<file path="src/rtl/skset_pkg.sv">
// ----------------------------------------------------------------------------
// Sorted key set package
// Operation codes, status codes and the result bundle that the sequencer
// hands to the output stage.
// ----------------------------------------------------------------------------
package skset_pkg;

    localparam logic [1:0] FUNC_INSERT = 2'd0;
    localparam logic [1:0] FUNC_REMOVE = 2'd1;
    localparam logic [1:0] FUNC_SEARCH = 2'd2;

    typedef enum logic [1:0] {
        ST_DONE    = 2'd0,
        ST_PRESENT = 2'd1,
        ST_MISSING = 2'd2,
        ST_FULL    = 2'd3
    } status_t;

    typedef struct packed {
        logic    valid;
        status_t status;
    } skset_result_t;

endpackage

</file>
<file path="src/rtl/skset_engine.sv">
// ----------------------------------------------------------------------------
// Sorted key set engine
// Holds the keys in a single-port-write, registered-read memory and runs one
// operation at a time: a linear scan for the sorted position, then a
// pipelined move of the larger keys up or down by one slot.
// ----------------------------------------------------------------------------
module skset_engine #(
    parameter  int DEPTH     = 16,
    parameter  int KEY_WIDTH = 32,
    localparam int AW        = $clog2(DEPTH),
    localparam int CW        = $clog2(DEPTH + 1)
) (
    input  logic                          aclk,
    input  logic                          aresetn,
    input  logic                          start_i,
    input  logic [1:0]                    func_i,
    input  logic signed [KEY_WIDTH-1:0]   key_i,
    input  logic                          res_take_i,
    output logic                          idle_o,
    output skset_pkg::skset_result_t      res_o,
    output logic [CW-1:0]                 count_o
);
    import skset_pkg::*;

    typedef enum logic [2:0] {
        S_IDLE,
        S_SCAN,
        S_DECIDE,
        S_SHIFT,
        S_REPORT
    } state_t;

    state_t                       state_reg;
    logic [1:0]                   func_reg;
    logic signed [KEY_WIDTH-1:0]  key_reg;
    logic [CW-1:0]                count_reg;
    logic [CW-1:0]                idx_reg;
    logic                         found_reg;
    logic [CW-1:0]                rem_reg;
    logic [CW-1:0]                cur_reg;
    logic [CW-1:0]                wtgt_reg;
    logic                         rd_pend_reg;
    logic                         insert_reg;
    status_t                      status_reg;

    logic signed [KEY_WIDTH-1:0]  mem [DEPTH];
    logic signed [KEY_WIDTH-1:0]  rd_data_reg;

    logic [AW-1:0]                raddr;
    logic                         we;
    logic [AW-1:0]                waddr;
    logic signed [KEY_WIDTH-1:0]  wdata;
    logic [CW-1:0]                idx_plus;
    logic                         key_lt;
    logic                         key_eq;

    assign idx_plus = idx_reg + CW'(1);
    assign key_lt   = rd_data_reg < key_reg;
    assign key_eq   = rd_data_reg == key_reg;

    always_comb begin
        raddr = '0;
        we    = 1'b0;
        waddr = wtgt_reg[AW-1:0];
        wdata = rd_data_reg;
        unique case (state_reg)
            S_SCAN: begin
                // Fetch the next slot speculatively so the scan runs one slot a cycle.
                raddr = idx_plus[AW-1:0];
            end
            S_SHIFT: begin
                raddr = cur_reg[AW-1:0];
                if (rd_pend_reg) begin
                    we = 1'b1;
                end else if (rem_reg == '0 && insert_reg) begin
                    we    = 1'b1;
                    waddr = idx_reg[AW-1:0];
                    wdata = key_reg;
                end
            end
            default: begin
                raddr = '0;
            end
        endcase
    end

    always_ff @(posedge aclk) begin
        if (we) begin
            mem[waddr] <= wdata;
        end
        rd_data_reg <= mem[raddr];
    end

    always_ff @(posedge aclk) begin
        if (!aresetn) begin
            state_reg   <= S_IDLE;
            count_reg   <= '0;
            rd_pend_reg <= 1'b0;
        end else begin
            unique case (state_reg)
                S_IDLE: begin
                    if (start_i) begin
                        func_reg  <= func_i;
                        key_reg   <= key_i;
                        idx_reg   <= '0;
                        found_reg <= 1'b0;
                        if (count_reg == '0) begin
                            state_reg <= S_DECIDE;
                        end else begin
                            state_reg <= S_SCAN;
                        end
                    end
                end
                S_SCAN: begin
                    if (key_lt) begin
                        idx_reg <= idx_plus;
                        if (idx_plus >= count_reg) begin
                            found_reg <= 1'b0;
                            state_reg <= S_DECIDE;
                        end
                    end else begin
                        found_reg <= key_eq;
                        state_reg <= S_DECIDE;
                    end
                end
                S_DECIDE: begin
                    state_reg   <= S_REPORT;
                    rd_pend_reg <= 1'b0;
                    unique case (func_reg)
                        FUNC_INSERT: begin
                            if (found_reg) begin
                                status_reg <= ST_PRESENT;
                            end else if (count_reg == CW'(DEPTH)) begin
                                status_reg <= ST_FULL;
                            end else begin
                                status_reg <= ST_DONE;
                                count_reg  <= count_reg + CW'(1);
                                insert_reg <= 1'b1;
                                rem_reg    <= count_reg - idx_reg;
                                cur_reg    <= count_reg - CW'(1);
                                state_reg  <= S_SHIFT;
                            end
                        end
                        FUNC_REMOVE: begin
                            if (found_reg) begin
                                status_reg <= ST_DONE;
                                count_reg  <= count_reg - CW'(1);
                                insert_reg <= 1'b0;
                                rem_reg    <= count_reg - idx_reg - CW'(1);
                                cur_reg    <= idx_plus;
                                state_reg  <= S_SHIFT;
                            end else begin
                                status_reg <= ST_MISSING;
                            end
                        end
                        FUNC_SEARCH: begin
                            status_reg <= found_reg ? ST_DONE : ST_MISSING;
                        end
                        default: begin
                            status_reg <= ST_MISSING;
                        end
                    endcase
                end
                S_SHIFT: begin
                    // A key read in one cycle is written one slot over in the next.
                    if (rem_reg != '0) begin
                        rd_pend_reg <= 1'b1;
                        rem_reg     <= rem_reg - CW'(1);
                        if (insert_reg) begin
                            wtgt_reg <= cur_reg + CW'(1);
                            cur_reg  <= cur_reg - CW'(1);
                        end else begin
                            wtgt_reg <= cur_reg - CW'(1);
                            cur_reg  <= cur_reg + CW'(1);
                        end
                    end else begin
                        rd_pend_reg <= 1'b0;
                        if (!rd_pend_reg) begin
                            state_reg <= S_REPORT;
                        end
                    end
                end
                S_REPORT: begin
                    if (res_take_i) begin
                        state_reg <= S_IDLE;
                    end
                end
                default: begin
                    state_reg <= S_IDLE;
                end
            endcase
        end
    end

    assign idle_o       = state_reg == S_IDLE;
    assign res_o.valid  = state_reg == S_REPORT;
    assign res_o.status = status_reg;
    assign count_o      = count_reg;

endmodule

</file>
<file path="src/rtl/sorted_unique_key_set_unit.sv">
// ----------------------------------------------------------------------------
// Sorted unique key set unit
// Keeps up to DEPTH distinct signed keys in ascending order and serves
// insert, remove and search beats (an unused code reports missing), one result beat per input beat.
// ----------------------------------------------------------------------------
// One operation at a time. The scan reads the held keys one slot a cycle only
// until it reaches the sorted position, and the move then shifts only the keys
// above that position (and the one at it, on an insert) one slot a cycle, so
// the length of an operation grows with the keys held; the decision, the last
// write, the result hand-off and the idle state that takes the next beat add
// to it. A search, a refused insert or a failed remove skips the move.
// s_ready is high while the engine is idle, not while a finished result waits
// for the output register; a finished result moves into the output register
// when it is free, so the next beat can be taken while m_valid waits for
// m_ready. The key store powers up unwritten and needs no clearing pass; of
// the set's contents only the entry count is reset.
module sorted_unique_key_set_unit #(
    parameter  int DEPTH     = 16,
    parameter  int KEY_WIDTH = 32,
    localparam int CW        = $clog2(DEPTH + 1)
) (
    input  logic                         aclk,
    input  logic                         aresetn,
    input  logic                         s_valid,
    output logic                         s_ready,
    input  logic [1:0]                   s_func,
    input  logic signed [KEY_WIDTH-1:0]  s_key,
    output logic                         m_valid,
    input  logic                         m_ready,
    output logic [1:0]                   m_status,
    output logic [CW-1:0]                m_entry_count
);
    import skset_pkg::*;

    logic            idle;
    skset_result_t   res;
    logic [CW-1:0]   count;
    logic            res_take;
    logic            out_free;

    logic            m_valid_reg;
    logic [1:0]      m_status_reg;
    logic [CW-1:0]   m_count_reg;

    skset_engine #(
        .DEPTH     (DEPTH),
        .KEY_WIDTH (KEY_WIDTH)
    ) u_engine (
        .aclk       (aclk),
        .aresetn    (aresetn),
        .start_i    (s_valid && s_ready),
        .func_i     (s_func),
        .key_i      (s_key),
        .res_take_i (res_take),
        .idle_o     (idle),
        .res_o      (res),
        .count_o    (count)
    );

    assign s_ready  = idle;
    assign out_free = !m_valid_reg || m_ready;
    assign res_take = res.valid && out_free;

    always_ff @(posedge aclk) begin
        if (!aresetn) begin
            m_valid_reg <= 1'b0;
        end else if (res_take) begin
            m_valid_reg <= 1'b1;
        end else if (m_ready) begin
            m_valid_reg <= 1'b0;
        end
    end

    always_ff @(posedge aclk) begin
        if (res_take) begin
            m_status_reg <= res.status;
            m_count_reg  <= count;
        end
    end

    assign m_valid       = m_valid_reg;
    assign m_status      = m_status_reg;
    assign m_entry_count = m_count_reg;

endmodule

</file>
<file path="config.mk">
export PLATFORM = sky130hd
export DESIGN_NAME = sorted_unique_key_set_unit
export DESIGN_NICKNAME = d
export VERILOG_FILES = /design/src/rtl/skset_pkg.sv /design/src/rtl/skset_engine.sv /design/src/rtl/sorted_unique_key_set_unit.sv
export SDC_FILE = /design/constraint.sdc
export NUM_CORES = 1
export LEC_CHECK = 0
export BUFFER_PORTS_ARGS = -buffer_cell sky130_fd_sc_hd__buf_2
export CAP_MARGIN = 15
export CORE_MARGIN = 5
export CORE_UTILIZATION = 40
export DETAILED_ROUTE_END_ITERATION = 8
export PLACE_DENSITY = 0.6
export SETUP_SLACK_MARGIN = 0.15
export SYNTH_ARGS = -nofsm -noshare
export SYNTH_HDL_FRONTEND = slang
export SYNTH_HIERARCHICAL = 1
export SYNTH_SLANG_ARGS = --single-unit
</file>
<file path="constraint.sdc">
create_clock -name aclk -period 5.85 [get_ports aclk]
set_clock_uncertainty 0.15 [all_clocks]
set_input_delay 0.585 -clock aclk [delete_from_list [all_inputs] [get_ports aclk]]
set_output_delay 0.585 -clock aclk [all_outputs]
set_load 0.02 [all_outputs]
</file>
---- Yosys cells after proc, flatten, opt, wreduce, memory -nomap -nowiden ----
Memories as Yosys holds them, arrays and structs flattened. A register that Yosys moved wholly into a read port is not among the register bits.
Index checks and enable logic that the tools add are counted.
word-level totals
  bits in registers ....................... 74
  latch bits .............................. 0
  RAM bits ................................ 512
  ROM bits ................................ 0
  input bits .............................. 38
  logic and storage cells ................. 133
  memories ................................ 1
cells by class
  add/sub/neg operators ................... 8
  multipliers ............................. 0
  divide/modulo/power cells ............... 0
  order comparisons ....................... 2
  equal/unequal tests ..................... 22
  shift-type cells ........................ 0
  mux-type cells .......................... 61
  bitwise logic cells ..................... 0
  reductions and logical operators ........ 24
memory list
  name          words  width  rd ports  clocked after memory_dff  wr ports  RTL line            text
  u_engine.mem  16     32     1         1                         1         skset_engine.sv:46  logic signed [KEY_WIDTH-1:0] mem [DEPTH];
operators by type and width
  kind                   number
  $mux W32               3
  $mux W5                14
  $pmux W5 S2            6
  $eq A32 B32 Y1         1
  $lt A32 B32 Y1         1
  $mux W3                9
  $sub A5 B1 Y5 const B  4
  $mux W4                4
  $add A5 B1 Y5 const B  3
  $pmux W3 S5            1
  $mux W1                14
  $logic_not A5 Y1       2
  $ne A2 B1 Y1 const B   5
  $reduce_and A5 Y1      2
  $ne A3 B3 Y1 const B   3
  $mux W2                4
  $ne A2 B2 Y1 const B   4
  $pmux W4 S2            1
  $reduce_and A4 Y1      2
  $reduce_bool A2 Y1     4
  $reduce_and A7 Y1      1
  $eq A3 B2 Y1 const B   2
  $ne A3 B2 Y1 const B   2
  $pmux W1 S2            3
  other kinds (19)       22

---- Logic depth before layout (Yosys ltp) ----
  depth after elaboration ................. 7
  gate-level depth with buffers ........... 11

---- By module ----
The synthesis kept the hierarchy.
by module, submodules not included
  module                      times used  cells an instance  area each (µm²)
  skset_engine                1           1586               25904.8
  sorted_unique_key_set_unit  1           12                 264.0

---- Worst setup path after synthesis ----
No wires, ideal clock.
  kind .................................... reg-to-reg
  start point ............................. register u_engine.rem_reg[0]
  end point ............................... memory u_engine.mem[2][0] (enable)
  arrival ................................. 3.352 ns
  required time ........................... 5.279 ns
  slack ................................... 1.927 ns
  stages on the path, launching flop included .. 9
  period minus slack after synthesis ...... 3.923 ns
  path through ............................ edfxtp_1 inv_1 ha_1 or4b_4 nor3_4 nand2_2 mux2i_1 or3_1 nor2_1
on the way
  longest elaborated chain between the ends .. 7
RTL lines
  what                           RTL line             text
  from (decl)                    skset_engine.sv:39   logic [CW-1:0] rem_reg;
  from (signal assigned)         skset_engine.sv:139  rem_reg <= count_reg - idx_reg;
  from (signal assigned)         skset_engine.sv:149  rem_reg <= count_reg - idx_reg - CW'(1);
  from (signal assigned)         skset_engine.sv:168  rem_reg <= rem_reg - CW'(1);
  $logic_not A5 Y1 *             skset_engine.sv:75   end else if (rem_reg == '0 && insert_reg) begin
  $logic_and A1 B1 Y1 *          skset_engine.sv:75
  $mux W1                        skset_engine.sv:75
  $mux W1                        skset_engine.sv:73   if (rd_pend_reg) begin
  $mux W1                        skset_engine.sv:66   unique case (state_reg)
  $mux W1                        skset_engine.sv:88   if (we) begin
  $mux W1 (implied by the code)  skset_engine.sv:89   mem[waddr] <= wdata;
  to (decl)                      skset_engine.sv:46
Every way passes the cells marked *; elsewhere a longest branch is shown, timed or not.

---- Worst setup path after layout ----
  start point ............................. register u_engine.state_reg[0]
  end point ............................... memory u_engine.mem[5][9] (enable)
on the way
  longest elaborated chain between the ends .. 4
RTL lines
  what                           RTL line             text
  from (decl)                    skset_engine.sv:33   state_t state_reg;
  from (signal assigned)         skset_engine.sv:96   state_reg <= S_IDLE;
  from (signal assigned)         skset_engine.sv:108  state_reg <= S_DECIDE;
  from (signal assigned)         skset_engine.sv:110  state_reg <= S_SCAN;
  $eq A3 B2 Y1 *                 skset_engine.sv:66
  $mux W1                        skset_engine.sv:66
  $mux W1                        skset_engine.sv:88
  $mux W1 (implied by the code)  skset_engine.sv:89
Marks and branches as above.

==> results.toml <==
[critical_path]
setup_crit_path_kind = "register to register"
sort_of_element_at_the_end_of_the_critical_path = "register"
cp_data_arrival_time_ps = 4340
start_kind = "register"
worst_path_slowest_cell = "sky130_fd_sc_hd__nor2_4"
timing.critical_path.slowest_cell_delay_ps = 780
cp_data_required_time_ps = 5970
worstPathCellList = "nor2b_1 -> and2_1 -> nand2_4 -> mux2i_1 -> nand2_1 -> nor2_4 -> buf_4"
cp_max_fo = 35

[power]
internal_power_mw = 9.02
p_comb_frac = 0.242
power_switching_share = 0.289
power.density_mw_per_mm2 = 426
seq_power_share = 0.442
vdd.ir_drop.worst_uv = 291
netSwitchingPower_mw = 3.67
total_leakage_power_nw = 10.9
pwr-share-clk = 0.316

[sta]
setup_viol = 0
final_max_slew_viol_count = 0
rsz0062_at_grt = "no"
timing_worst_slew_pin_value_ps = 1120
max_freq_ghz = 0.237
final_period_minus_worst_setup_slack_ps = 4220
setup-tns-final_ps = 0
maxSlewHeadroom = 0.253
timing_hold_violations_final = 0
timing.final.crit_share = 0.721

[finish]
insertedDiodeCount = 0
fin_area_mm2 = 0.0298
drive_above_1_share = 0.119
synth_to_layout_area_growth_pct = 13.9
fin_cells = 2605
max_reg_flops = 512
design.final.nets = 1791

[place]
count_of_input_and_output_buffers = 46
globalplace.congestion = 0.823
hpwlAfterDp_um = 33900
detailed_place.area_mm2 = 0.0274
place_inst = 2461

[logic_synthesis]
synth_top_area_cell = "sky130_fd_sc_hd__edfxtp_1"
ys.flop_type = "sky130_fd_sc_hd__edfxtp_1"
ys_seq_area_frac = 0.692
synth.lib_cells_used.distinct = 58
syn_area_mm2 = 0.0262
ranking_of_synthesized_cells_by_area = "sky130_fd_sc_hd__edfxtp_1 66%, sky130_fd_sc_hd__mux2i_1 19%, sky130_fd_sc_hd__dfxtp_1 3.2%"
syn-mean-instance-area_um2 = 16.4
yosysMostFrequentCell = "sky130_fd_sc_hd__edfxtp_1"
synth_top_cell_area_share = 0.660
synth-edff-count = 575
async_reset_ff_frac = 0
mappedNetlistNets = 1688
synth_warnings = 6
synth-seq-cells = 617
ys_top_cells_by_count = "575 x sky130_fd_sc_hd__edfxtp_1, 487 x sky130_fd_sc_hd__mux2i_1, 59 x sky130_fd_sc_hd__inv_1, 57 x sky130_fd_sc_hd__nand2_1, 51 x sky130_fd_sc_hd__ha_1"
gate_count_post_synth = 1598

[detailed_routing]
routed_wirelength_um = 56300
routed_vias = 13400
detail_route.iter0.violations = 818
number_of_nets_still_failing_antenna_checks_after_routing = 0
route.detailed.drc = 0
wl_per_cell_um = 21.6
detailedRoute.firstPassIterationCount = 5
viasPerCell = 5.13

[clocking]
cts_tree = "yes"
post_cts_resize_count = 0
root_buffer = "sky130_fd_sc_hd__clkbuf_16"
htreeDepth = 3
clkSlewWorstSetupHoldPaths_ps = 50
insertion_delay_ps = 590
clk_path_buf_depth = 3
cts.sinks = 617
number_of_cts_inserted_buffers = 66

[grt]
initial_antenna_violation_count = 0
grt_max_degree = 139
grt_pass1_wl_um = 84500
via_count_of_the_first_global_routing_pass = 13500
grt_overflow = 0
all_layer_gr_usage = 0.157

[floorplanning]
height_of_the_die_um = 266
top_level_ports = 47
floorplan.rows = 93
effective_utilization_at_floorplan = 0.405
design.core.area_mm2 = 0.0646
fp.dieArea_mm2 = 0.0706
dieWidth_um = 266

[worst_hold_path]
min_path_type = "input pin to register"

[run_status]
run_status = "complete, no violations"

[run]
max_cap_violations = 0
==> per-layer routing <==
| metal | vias up | global-route usage | routed length, um |
|---|---|---|---|
| met1 | 6747 | 0.213 | 25600 |
| met3 | 72 | 0.0213 | 1730 |
| met4 | 0 | 0.0458 | 1120 |
| met5 | - | 0 | 0 |
| met2 | 221 | 0.266 | 27900 |
| li1 | 6319 | - | - |
==> layout by cell type, fill, tap and decap left out, types with 16 or more instances in the layout <==
cell / n
sky130_fd_sc_hd__mux2i_1: 487
sky130_fd_sc_hd__buf_2: 46
sky130_fd_sc_hd__edfxtp_1: 575
sky130_fd_sc_hd__nand2_1: 57
sky130_fd_sc_hd__dfxtp_1: 42
sky130_fd_sc_hd__ha_1: 51
sky130_fd_sc_hd__o21ai_0: 17
sky130_fd_sc_hd__dlygate4sd3_1: 17
sky130_fd_sc_hd__nor2_1: 26
sky130_fd_sc_hd__inv_1: 59
sky130_fd_sc_hd__a21oi_1: 26
sky130_fd_sc_hd__buf_4: 29
sky130_fd_sc_hd__nor2_4: 16
sky130_fd_sc_hd__o21ai_1: 30
sky130_fd_sc_hd__clkbuf_16: 67
==> repair_timing <==
action / 4_1_cts / 5_1_grt
setup endpoints to repair: 0 / 0
buffers inserted: 0 / 0
hold buffers: 17 / 0
endpoints found under the hold margin: 17 / 0
==> power by group through the flow <==
stage	Sequential [mW]	Combinational [mW]	Clock, mW
2_1_floorplan	5.66	2.23	0
3_3_place_gp	5.70	3.02	0
3_5_place_dp	5.70	3.06	0
4_1_cts	5.61	3.08	4.12
5_1_grt	5.62	3.34	4.30
6_report	5.61	3.07	4.01
==> per-stage QoR <==
stage / setup slack [ps] / hold WS (ps) / power [mW] / utilization
finish: 1630 / 35.0 / 12.7 / 0.461
CTS: 1660 / 0.473 / 12.8 / 0.459
detailed placement: 1660 / 281 / 8.76 / 0.424
global route: 1320 / 12.3 / 13.3 / 0.461
global placement: 1840 / 260 / 8.71 / 0.423
floorplan: 1930 / 250 / 7.88 / -
==> path summary, 6_finish.rpt <==
path / from / to / slack [ps] / depth (start not counted)
min: s_key[29] / u_engine/key_reg[29]$_DFFE_PP_ / 40 / 1
max: u_engine/state_reg[0]$_SDFFE_PN0P_ / u_engine/mem[5][9]$_DFFE_PP_ / 1630 / 7
min reg2reg: u_engine/status_reg[0]$_DFFE_PP_ / m_status[0]$_DFFE_PP_ / 290 / 0
max reg2reg: u_engine/state_reg[0]$_SDFFE_PN0P_ / u_engine/mem[5][9]$_DFFE_PP_ / 1630 / 7
==> logic make-up after synthesis <==
group	count (synthesis)	synth area share
muxes	489	0.187
DFF	617	0.692
buffers and inverters	128	0.0289
AOI/OAI and AO/OA	118	0.0272
adders and majority gates	52	0.0251
xor gates and xnor gates	20	0.00669
and+or+nand+nor	174	0.0330
==> cell type report <==
class	instances	area, um^2
fillers	5541	34800
flip-flops and latches	617	18100
multi-input cells	853	7460
clock buffers	86	1790
well taps	855	1070
repair buffers	103	861
clock inverters	31	287
inverters	60	225
==> worst max-delay path, delay by kind of cell, from the launching register on <==
kind	cells	cell delay, ps
and+or+nand+nor	5	2310
DFF	1	630
muxes	1	420
buffers and inverters	1	380
No activity file was read; power rests on OpenSTA's default activity.
